## src/rtl/ame_pkg.sv

```systemverilog
// Package: opcodes, states and controller/datapath command types for the execute unit.
package ame_pkg;

  localparam int unsigned FUNC_W = 5;
  localparam int unsigned ARG_W  = 32;
  localparam int unsigned WORD_W = 64;
  localparam int unsigned LEN_W  = 9;
  localparam int unsigned STAT_W = 2;

  typedef enum logic [FUNC_W-1:0] {
    OP_CLEAR    = 5'd0,
    OP_LOAD     = 5'd1,
    OP_STORE    = 5'd2,
    OP_INSERT   = 5'd3,
    OP_ERASE    = 5'd4,
    OP_ADDC     = 5'd5,
    OP_SUBC     = 5'd6,
    OP_MULC     = 5'd7,
    OP_DIVC     = 5'd8,
    OP_ADDM     = 5'd9,
    OP_SUBM     = 5'd10,
    OP_MULM     = 5'd11,
    OP_DIVM     = 5'd12,
    OP_JUMP     = 5'd13,
    OP_JZ       = 5'd14,
    OP_JNZ      = 5'd15,
    OP_NOP      = 5'd16,
    OP_HALT     = 5'd17,
    OP_OUTPUT   = 5'd18,
    OP_CHECKMEM = 5'd19,
    OP_APPEND   = 5'd20,
    OP_READBACK = 5'd21
  } op_t;

  typedef enum logic [STAT_W-1:0] {
    ST_RUNNING = 2'd0,
    ST_HALTED  = 2'd1,
    ST_ERRORED = 2'd2
  } run_t;

  typedef enum logic [3:0] {
    C_IDLE,
    C_DECODE,
    C_READ,
    C_READ_WAIT,
    C_EXEC,
    C_MUL,
    C_DIV,
    C_DIV_FIX,
    C_SHIFT_UP,
    C_SHIFT_DOWN,
    C_FINISH,
    C_OUT
  } ctl_state_t;

  // Commands from the controller to the datapath.
  typedef struct packed {
    logic latch;       // capture input beat
    logic rd_arg;      // issue memory read at argument
    logic exec;        // execute stage of every instruction
    logic mul_start;
    logic mul_step;
    logic div_start;
    logic div_step;
    logic div_fix;
    logic up_start;
    logic up_step;
    logic dn_start;
    logic dn_step;
    logic finish;      // commit length for insert/erase; insert also writes the accumulator
    logic out_load;    // load output register
  } cmd_t;

  // Status from the datapath to the controller.
  typedef struct packed {
    logic [FUNC_W-1:0] func;
    logic              running;
    logic              idx_ok;
    logic              ins_ok;
    logic              zero_div;
    logic              mul_done;
    logic              div_done;
    logic              shift_done;
  } stat_t;

endpackage

```

## src/rtl/ame_control.sv

```systemverilog
// Controller: sequences each instruction through read, execute and multi-cycle steps.
module ame_control (
  input  logic           clk,
  input  logic           rst,
  input  logic           in_valid,
  output logic           in_ready,
  output logic           out_valid,
  input  logic           out_ready,
  input  ame_pkg::stat_t st,
  output ame_pkg::cmd_t  cmd
);
  import ame_pkg::*;

  ctl_state_t state, state_next;
  logic       ovalid, ovalid_next;

  always_ff @(posedge clk) begin
    if (rst) begin
      state  <= C_IDLE;
      ovalid <= 1'b0;
    end else begin
      state  <= state_next;
      ovalid <= ovalid_next;
    end
  end

  assign out_valid = ovalid;

  always_comb begin
    cmd         = '0;
    state_next  = state;
    ovalid_next = ovalid && !out_ready;
    in_ready    = (state == C_IDLE);
    case (state)
      C_IDLE: if (in_valid) begin
        cmd.latch  = 1'b1;
        state_next = C_DECODE;
      end
      C_DECODE: begin
        cmd.rd_arg = 1'b1;
        state_next = C_READ_WAIT;
      end
      C_READ, C_READ_WAIT: state_next = C_EXEC;
      C_EXEC: begin
        state_next = C_FINISH;
        if (st.running && (st.func == OP_MULC || (st.func == OP_MULM && st.idx_ok))) begin
          cmd.mul_start = 1'b1;
          state_next    = C_MUL;
        end else if (st.running && !st.zero_div &&
                     (st.func == OP_DIVC || (st.func == OP_DIVM && st.idx_ok))) begin
          cmd.div_start = 1'b1;
          state_next    = C_DIV;
        end else if (st.running && st.func == OP_INSERT && st.ins_ok) begin
          cmd.up_start = 1'b1;
          state_next   = C_SHIFT_UP;
        end else if (st.running && st.func == OP_ERASE && st.idx_ok) begin
          cmd.dn_start = 1'b1;
          state_next   = C_SHIFT_DOWN;
        end
        cmd.exec = 1'b1;
      end
      C_MUL: begin
        cmd.mul_step = 1'b1;
        if (st.mul_done) state_next = C_OUT;
      end
      C_DIV: begin
        cmd.div_step = 1'b1;
        if (st.div_done) state_next = C_DIV_FIX;
      end
      C_DIV_FIX: begin
        cmd.div_fix = 1'b1;
        state_next  = C_OUT;
      end
      C_SHIFT_UP: begin
        if (st.shift_done) begin
          cmd.finish = 1'b1;
          state_next = C_OUT;
        end else cmd.up_step = 1'b1;
      end
      C_SHIFT_DOWN: begin
        if (st.shift_done) begin
          cmd.finish = 1'b1;
          state_next = C_OUT;
        end else cmd.dn_step = 1'b1;
      end
      C_FINISH: state_next = C_OUT;
      C_OUT: if (!ovalid || out_ready) begin
        cmd.out_load = 1'b1;
        ovalid_next  = 1'b1;
        state_next   = C_IDLE;
      end
      default: state_next = C_IDLE;
    endcase
  end

endmodule

```

## config.mk

```make
export PLATFORM = sky130hd
export DESIGN_NAME = ame_control
export DESIGN_NICKNAME = d
export VERILOG_FILES = /design/src/rtl/ame_pkg.sv /design/src/rtl/ame_control.sv
export SDC_FILE = /design/constraint.sdc
export NUM_CORES = 1
export LEC_CHECK = 0
export ABC_AREA = 0
export BUFFER_PORTS_ARGS = -buffer_cell sky130_fd_sc_hd__buf_4
export CORE_MARGIN = 1.5
export CORE_UTILIZATION = 48
export CTS_CLUSTER_SIZE = 24
export DETAILED_ROUTE_END_ITERATION = 8
export PLACE_DENSITY = 0.9
export SLEW_MARGIN = 20
export SYNTH_ARGS = -nofsm -noshare
export SYNTH_HDL_FRONTEND = slang
export SYNTH_SLANG_ARGS = --single-unit
```

## constraint.sdc

```tcl
create_clock -name clk -period 2.6 [get_ports clk]
set_clock_uncertainty 0.05 [all_clocks]
set_input_delay 0.52 -clock clk [delete_from_list [all_inputs] [get_ports clk]]
set_output_delay 0.52 -clock clk [all_outputs]
set_load 0.005 [all_outputs]
```

==> results of run 1 <==
==> per-stage QoR <==
step                       util  setup slack (ps)  cell area, um2  power, mW  instances
after floorplan               -               655             646      0.329         90
after global placement    0.711               393             902      0.451        134
after detailed placement  0.711               384             902      0.457        134
after CTS                 0.732               225             928      0.549        138
after global routing      0.732               175             928      0.601        138
final                     0.732               229             928      0.548        138
==> layout by cell type, fill, tap and decap left out, types with 2 or more instances in the layout <==
master	instances
a21oi_1	4
clkbuf_4	3
inv_1	5
nor3_1	6
and2_1	3
nand2_1	6
a32oi_1	2
a211oi_1	2
buf_4	35
nor4_1	2
nand2b_1	7
a311oi_1	2
nor3b_1	2
o22ai_1	3
nor2_1	8
dfxtp_1	5
nand3b_1	2
or4b_1	2
o211ai_1	3
==> area by class of cell <==
| type | count | area (um2) |
|---|---|---|
| sequential | 5 | 100 |
| fill | 116 | 340 |
| multi-input combinational | 74 | 502 |
| tap | 15 | 18.8 |
| timing repair buffer | 35 | 263 |
| clock buffer | 4 | 26.3 |
| inverter | 5 | 18.8 |
==> flip-flops by register name (all words and copies together) (netlist names) <==
register	cells
out_valid	1
state	4
==> critical path, delay by kind of cell (launching register included) <==
| kind | cells | cell delay (ps) |
|---|---|---|
| AO/OA/AOI/OAI | 1 | 400 |
| buffers and inverters | 1 | 190 |
| AND/OR/NAND/NOR | 1 | 680 |
| flip-flops | 1 | 300 |
==> metal layers <==
metal,global-route usage,vias to the layer above,share of wire
li1,-,414,-
met1,0.311,385,0.40
met2,0.480,42,0.51
met3,0.0852,0,0.082
met4,0.00862,0,0
met5,0,-,0
==> worst paths after layout <==
check	startpoint	endpoint
worst max-delay path	state[3]	cmd[10]
worst min-delay path	rst	state[3]
worst max register to register	state[3]	state[2]
worst min register to register	out_valid	out_valid
==> cells by family (layout without fill, tap and decap cells) <==
kind of cell / after synthesis / count (layout) / share of synthesized area
buffers and inverters: 11 / 44 / 0.0678
AND/OR/NAND/NOR: 46 / 46 / 0.430
AO/OA/AOI/OAI: 26 / 26 / 0.312
multiplexers: 2 / 2 / 0.0349
flip-flops: 5 / 5 / 0.155
==> power by group <==
part	internal [mW]	leakage (nW)	switching, mW	total [mW]
Combinational	0.166	0.332	0.194	0.360
Sequential	0.0950	0.0408	0.00696	0.102
Clock	0.0578	0.0150	0.0287	0.0865
Total	0.319	0.387	0.230	0.548
==> results.toml, run 1 <==
[run_status]
status = "finished clean"

[die]
dieWidth_um = 39.7
die_h_um = 39.7
rows = 13
dieArea_um2 = 1570
io-pin-count = 32
core_um2 = 1270
start_util = 0.509

[synth]
postSynthCellCount = 90
synthTopCellsByCount = "8 x nor2_1, 7 x nand2b_1, 6 x nand2_1, 6 x nor3_1"
ys_types = 39
yosysMostFrequentCell = "nor2_1"
seq_area_frac_synth = 0.155
synth_top_area_cell = "dfxtp_1"
yosys-top-cells-area = "dfxtp_1 16%, nand2b_1 6.8%, nor3_1 4.7%"
ys_warn_count = 0
synth_nets = 106
ys.flop_type = "dfxtp_1"
syn_avg_cell_area_um2 = 7.17
async_reset_ff_frac = 0
synth_top_area_frac = 0.155
synth_edf_count = 0
synth_seq_cells = 5
syn_area_um2 = 646

[detailed_routing]
wl_mm = 1.83
initialDrtViolationCount = 21
drtAntennaViolNets = 0
drc = 0
dr_total_vias = 841
wl_per_cell_um = 13.2
drt-pass1-iter-count = 4
viasPerCell = 6.09

[timing]
post-route-period-util = 0.912
tightest_slew_ps = 404
fin_setup_tns_ps = 0
rsz0062_at_grt = "false"
slew_headroom = 0.727
achievable-frequency_mhz = 422
finalSetupViolCount = 0
fin_hold_ws_ps = 439
drv_slew = 0
period_minus_slack_ps = 2370
final_hold_viol_count = 0

[worst_setup_path]
worstPathRequired_ps = 2030
critical_path_class = "flip-flop to primary output"
cp.arrival_ps = 1800
critPathSlowestCell = "or4b_1"
cp_max_fo = 6
cp-end-kind = "primary output"
r2r_slack_ps = 740
critPathLaunchType = "flip-flop"
reg2regPathDepth = 4
cp_slowest_stage_delay_ps = 680
crit_chain = "or4b_1, a211oi_1, buf_4"

[min_path]
hold_class = "primary input to flip-flop"
holdPathStages = 2

[grt]
antenna_found_initial = 0
gr-total-overflow = 0
grt_pass1_vias = 702
track_usage = 0.264
grt_pass1_wl_mm = 2.86
grt_max_degree = 20

[clocking]
cts.sinks = 5
ctsResizeCount = 0
cts_made_buffers = 3
htreeDepth = 1
cts_root_buf = "clkbuf_4"
cts_hold_buf = 0
clkTransAtPathRegs_ps = 40
cts_tree = "yes"
cts_setup_buffers = 0
clock_latency_ps = 230
cts_max_path_buffers = 2

[layout]
area_growth_pct = 43.8
antenna_cells = 0
nets = 140
drive_gt1_frac = 0.333

[place]
dpl.hpwl_mm = 1.43
numPortBuffers = 31
finalWeightedCongestion = 0.837

[power]
leakage_nw = 0.387
p_per_area_nw_per_um2 = 591
ir_worst_vdd_v = 0.000356

[run]
maxCapViolations = 0
No activity file was read; power rests on OpenSTA's default activity.
==> run 2: changes to the inputs <==
--- a/config.mk
+++ b/config.mk
@@ -11,7 +11,10 @@
 export CORE_UTILIZATION = 48
 export CTS_CLUSTER_SIZE = 24
 export DETAILED_ROUTE_END_ITERATION = 8
+export GPL_TIMING_DRIVEN = 0
 export PLACE_DENSITY = 0.9
+export SETUP_SLACK_MARGIN = 0.5
+export SKIP_LAST_GASP = 1
 export SLEW_MARGIN = 20
 export SYNTH_ARGS = -nofsm -noshare
 export SYNTH_HDL_FRONTEND = slang
==> run 2 against run 1 <==
- routed wire length is 14% higher
- register-to-register slack better by 70 ps
- via count is 6.7% higher
- worst hold slack worse by 9.7 ps
- global-route usage is 2.3 points higher
- critical path depth is 1 higher
- sequential share of layout area is 0.55 points lower
- die area stayed put
- clock-buffer cell count is 1 lower
- highest routed layer is now met4
==> results.toml, run 2 (same netlist as run 1, synthesis figures left out) <==
[layout]
regMostFlops = "state"
drive_gt1_frac = 0.462
largest_register_ffs = 4
fin_cells = 145
nets = 147
seqCellArea_um2 = 106
multiInputGateArea_um2 = 554
final_cell_mix = "34 x buf_4, 7 x nand2b_1, 7 x nor2_1, 6 x nand2_1, 5 x inv_1"
area_growth_pct = 61.0
antenna_cells = 0
final_common_cell = "buf_4"
fill_cells = 81
design_area_um2 = 1040
utilization = 0.820

[worst_setup_path]
regToRegStartpoint = "state[3]"
critical_path_class = "primary input to primary output"
cp_slowest_stage_delay_ps = 580
cp_max_fo = 5
reg2regPathDepth = 6
rr_endpoint = "state[2]"
cp-end-kind = "primary output"
critPathSlowestCell = "or4b_4"
path_buf_inv = 2
path_delay_family = "simple AND/OR/NAND/NOR gates"
worstPathRequired_ps = 2030
r2r_slack_ps = 810
crit_chain = "buf_6, or4b_4, nor4_4, buf_4"
critPathLaunchType = "primary input"
cp.arrival_ps = 1670

[grt]
track_usage = 0.288
antenna_found_initial = 0
grt_pass1_wl_mm = 3.11
use_met1 = 0.324
gr-total-overflow = 0
met3_usage = 0.0852
use_met2 = 0.520
grt_pass1_vias = 749
grt_max_degree = 11
top_usage_layer = "met2"

[power]
leakage_nw = 0.440
power.total_uw = 606
switching_power_uw = 262
sequentialPowerShare = 0.184
ir_worst_vdd_v = 0.000339
swShare = 0.432
pwr-share-comb = 0.668
intPower_uw = 344
power_frac_clock = 0.148
p_per_area_nw_per_um2 = 583

[timing]
slew_headroom = 0.742
drv_slew = 0
setup_slack_ps = 360
fin_hold_ws_ps = 429
achievable-frequency_mhz = 446
period_minus_slack_ps = 2240
final_hold_viol_count = 0
rsz0062_at_grt = "true"
tightest_slew_ps = 382
finalSetupViolCount = 0
post-route-period-util = 0.862
fin_setup_tns_ps = 0

[detailed_routing]
wl_mm = 2.08
drt-pass1-iter-count = 4
wl_per_cell_um = 14.3
drtAntennaViolNets = 0
drc = 0
initialDrtViolationCount = 27
dr_total_vias = 897
viasPerCell = 6.19

[clocking]
clkTransAtPathRegs_ps = 50
clock_latency_ps = 240
cts_max_path_buffers = 2
cts_root_buf = "clkbuf_4"
cts.sinks = 5
htreeDepth = 1
cts_made_buffers = 3
cts_tree = "yes"

[die]
rows = 13
dieArea_um2 = 1570
io-pin-count = 32
core_um2 = 1270
start_util = 0.509
dieWidth_um = 39.7
die_h_um = 39.7

[run]
maxCapViolations = 0

[place]
placed_cells = 136
dpl.hpwl_mm = 1.46
finalWeightedCongestion = 0.871
numPortBuffers = 31
pre_cts_ws_ps = 342
postPlaceCellArea_um2 = 897

[min_path]
hold_class = "primary input to flip-flop"
hold_end = "state[3]"
min-delay-start = "rst"
holdPathStages = 2

[run_status]
status = "finished clean"
-- run 2: cell count changes in the layout (fill, tap and decap cells not counted), moves of 2 or more --
cell      change
dfxtp_1       -3
dfxtp_2       +2
or4b_1        -2
nor3_2        +2
nor3_1        -2
buf_6         +3
or4b_4        +2
clkbuf_2      +3
buf_2         +2
-- run 2: power groups by stage --
| stage | clock [mW] | sequential [mW] | combinational [mW] |
|---|---|---|---|
| 5_1_grt | 0.103 | 0.114 | 0.437 |
| 3_3_place_gp | 0 | 0.113 | 0.327 |
| 6_report | 0.0898 | 0.111 | 0.405 |
| 4_1_cts | 0.0942 | 0.110 | 0.367 |
| 3_5_place_dp | 0 | 0.113 | 0.336 |
| 2_1_floorplan | 0 | 0.108 | 0.220 |
-- run 2: repair_timing --
action,in CTS,in global routing
endpoints found under the hold margin,0,0
hold buffers,0,0
pin swaps,5,1
buffers inserted,5,0
resized for setup,14,11
setup endpoints to repair,6,12
-- run 2: metal layers --
layer  wire (um)  part of all wire
met5           0                 0
met3         148             0.071
met1         816              0.39
met4          23             0.011
met2        1090              0.53
-- run 2: worst max-delay path by stage --
stage,to,cells past startpoint,slack (ps),from
detailed placement,cmd[8],4,340,st[8]
global route,cmd[8],4,350,st[11]
CTS,cmd[8],4,380,st[11]
global placement,cmd[8],4,350,st[8]
floorplan,cmd[3],2,650,st[8]
finish,cmd[8],4,360,st[11]
-- run 2: cell type report --
class | count | area share
Multi-Input combinational cell | 74 | 0.533
Timing Repair Buffer | 36 | 0.267
Sequential cell | 5 | 0.102
Buffer | 6 | 0.0349
Clock buffer | 3 | 0.0217
Inverter | 5 | 0.0181
Tap cell | 15 | 0.0181
Clock inverter | 1 | 0.00481
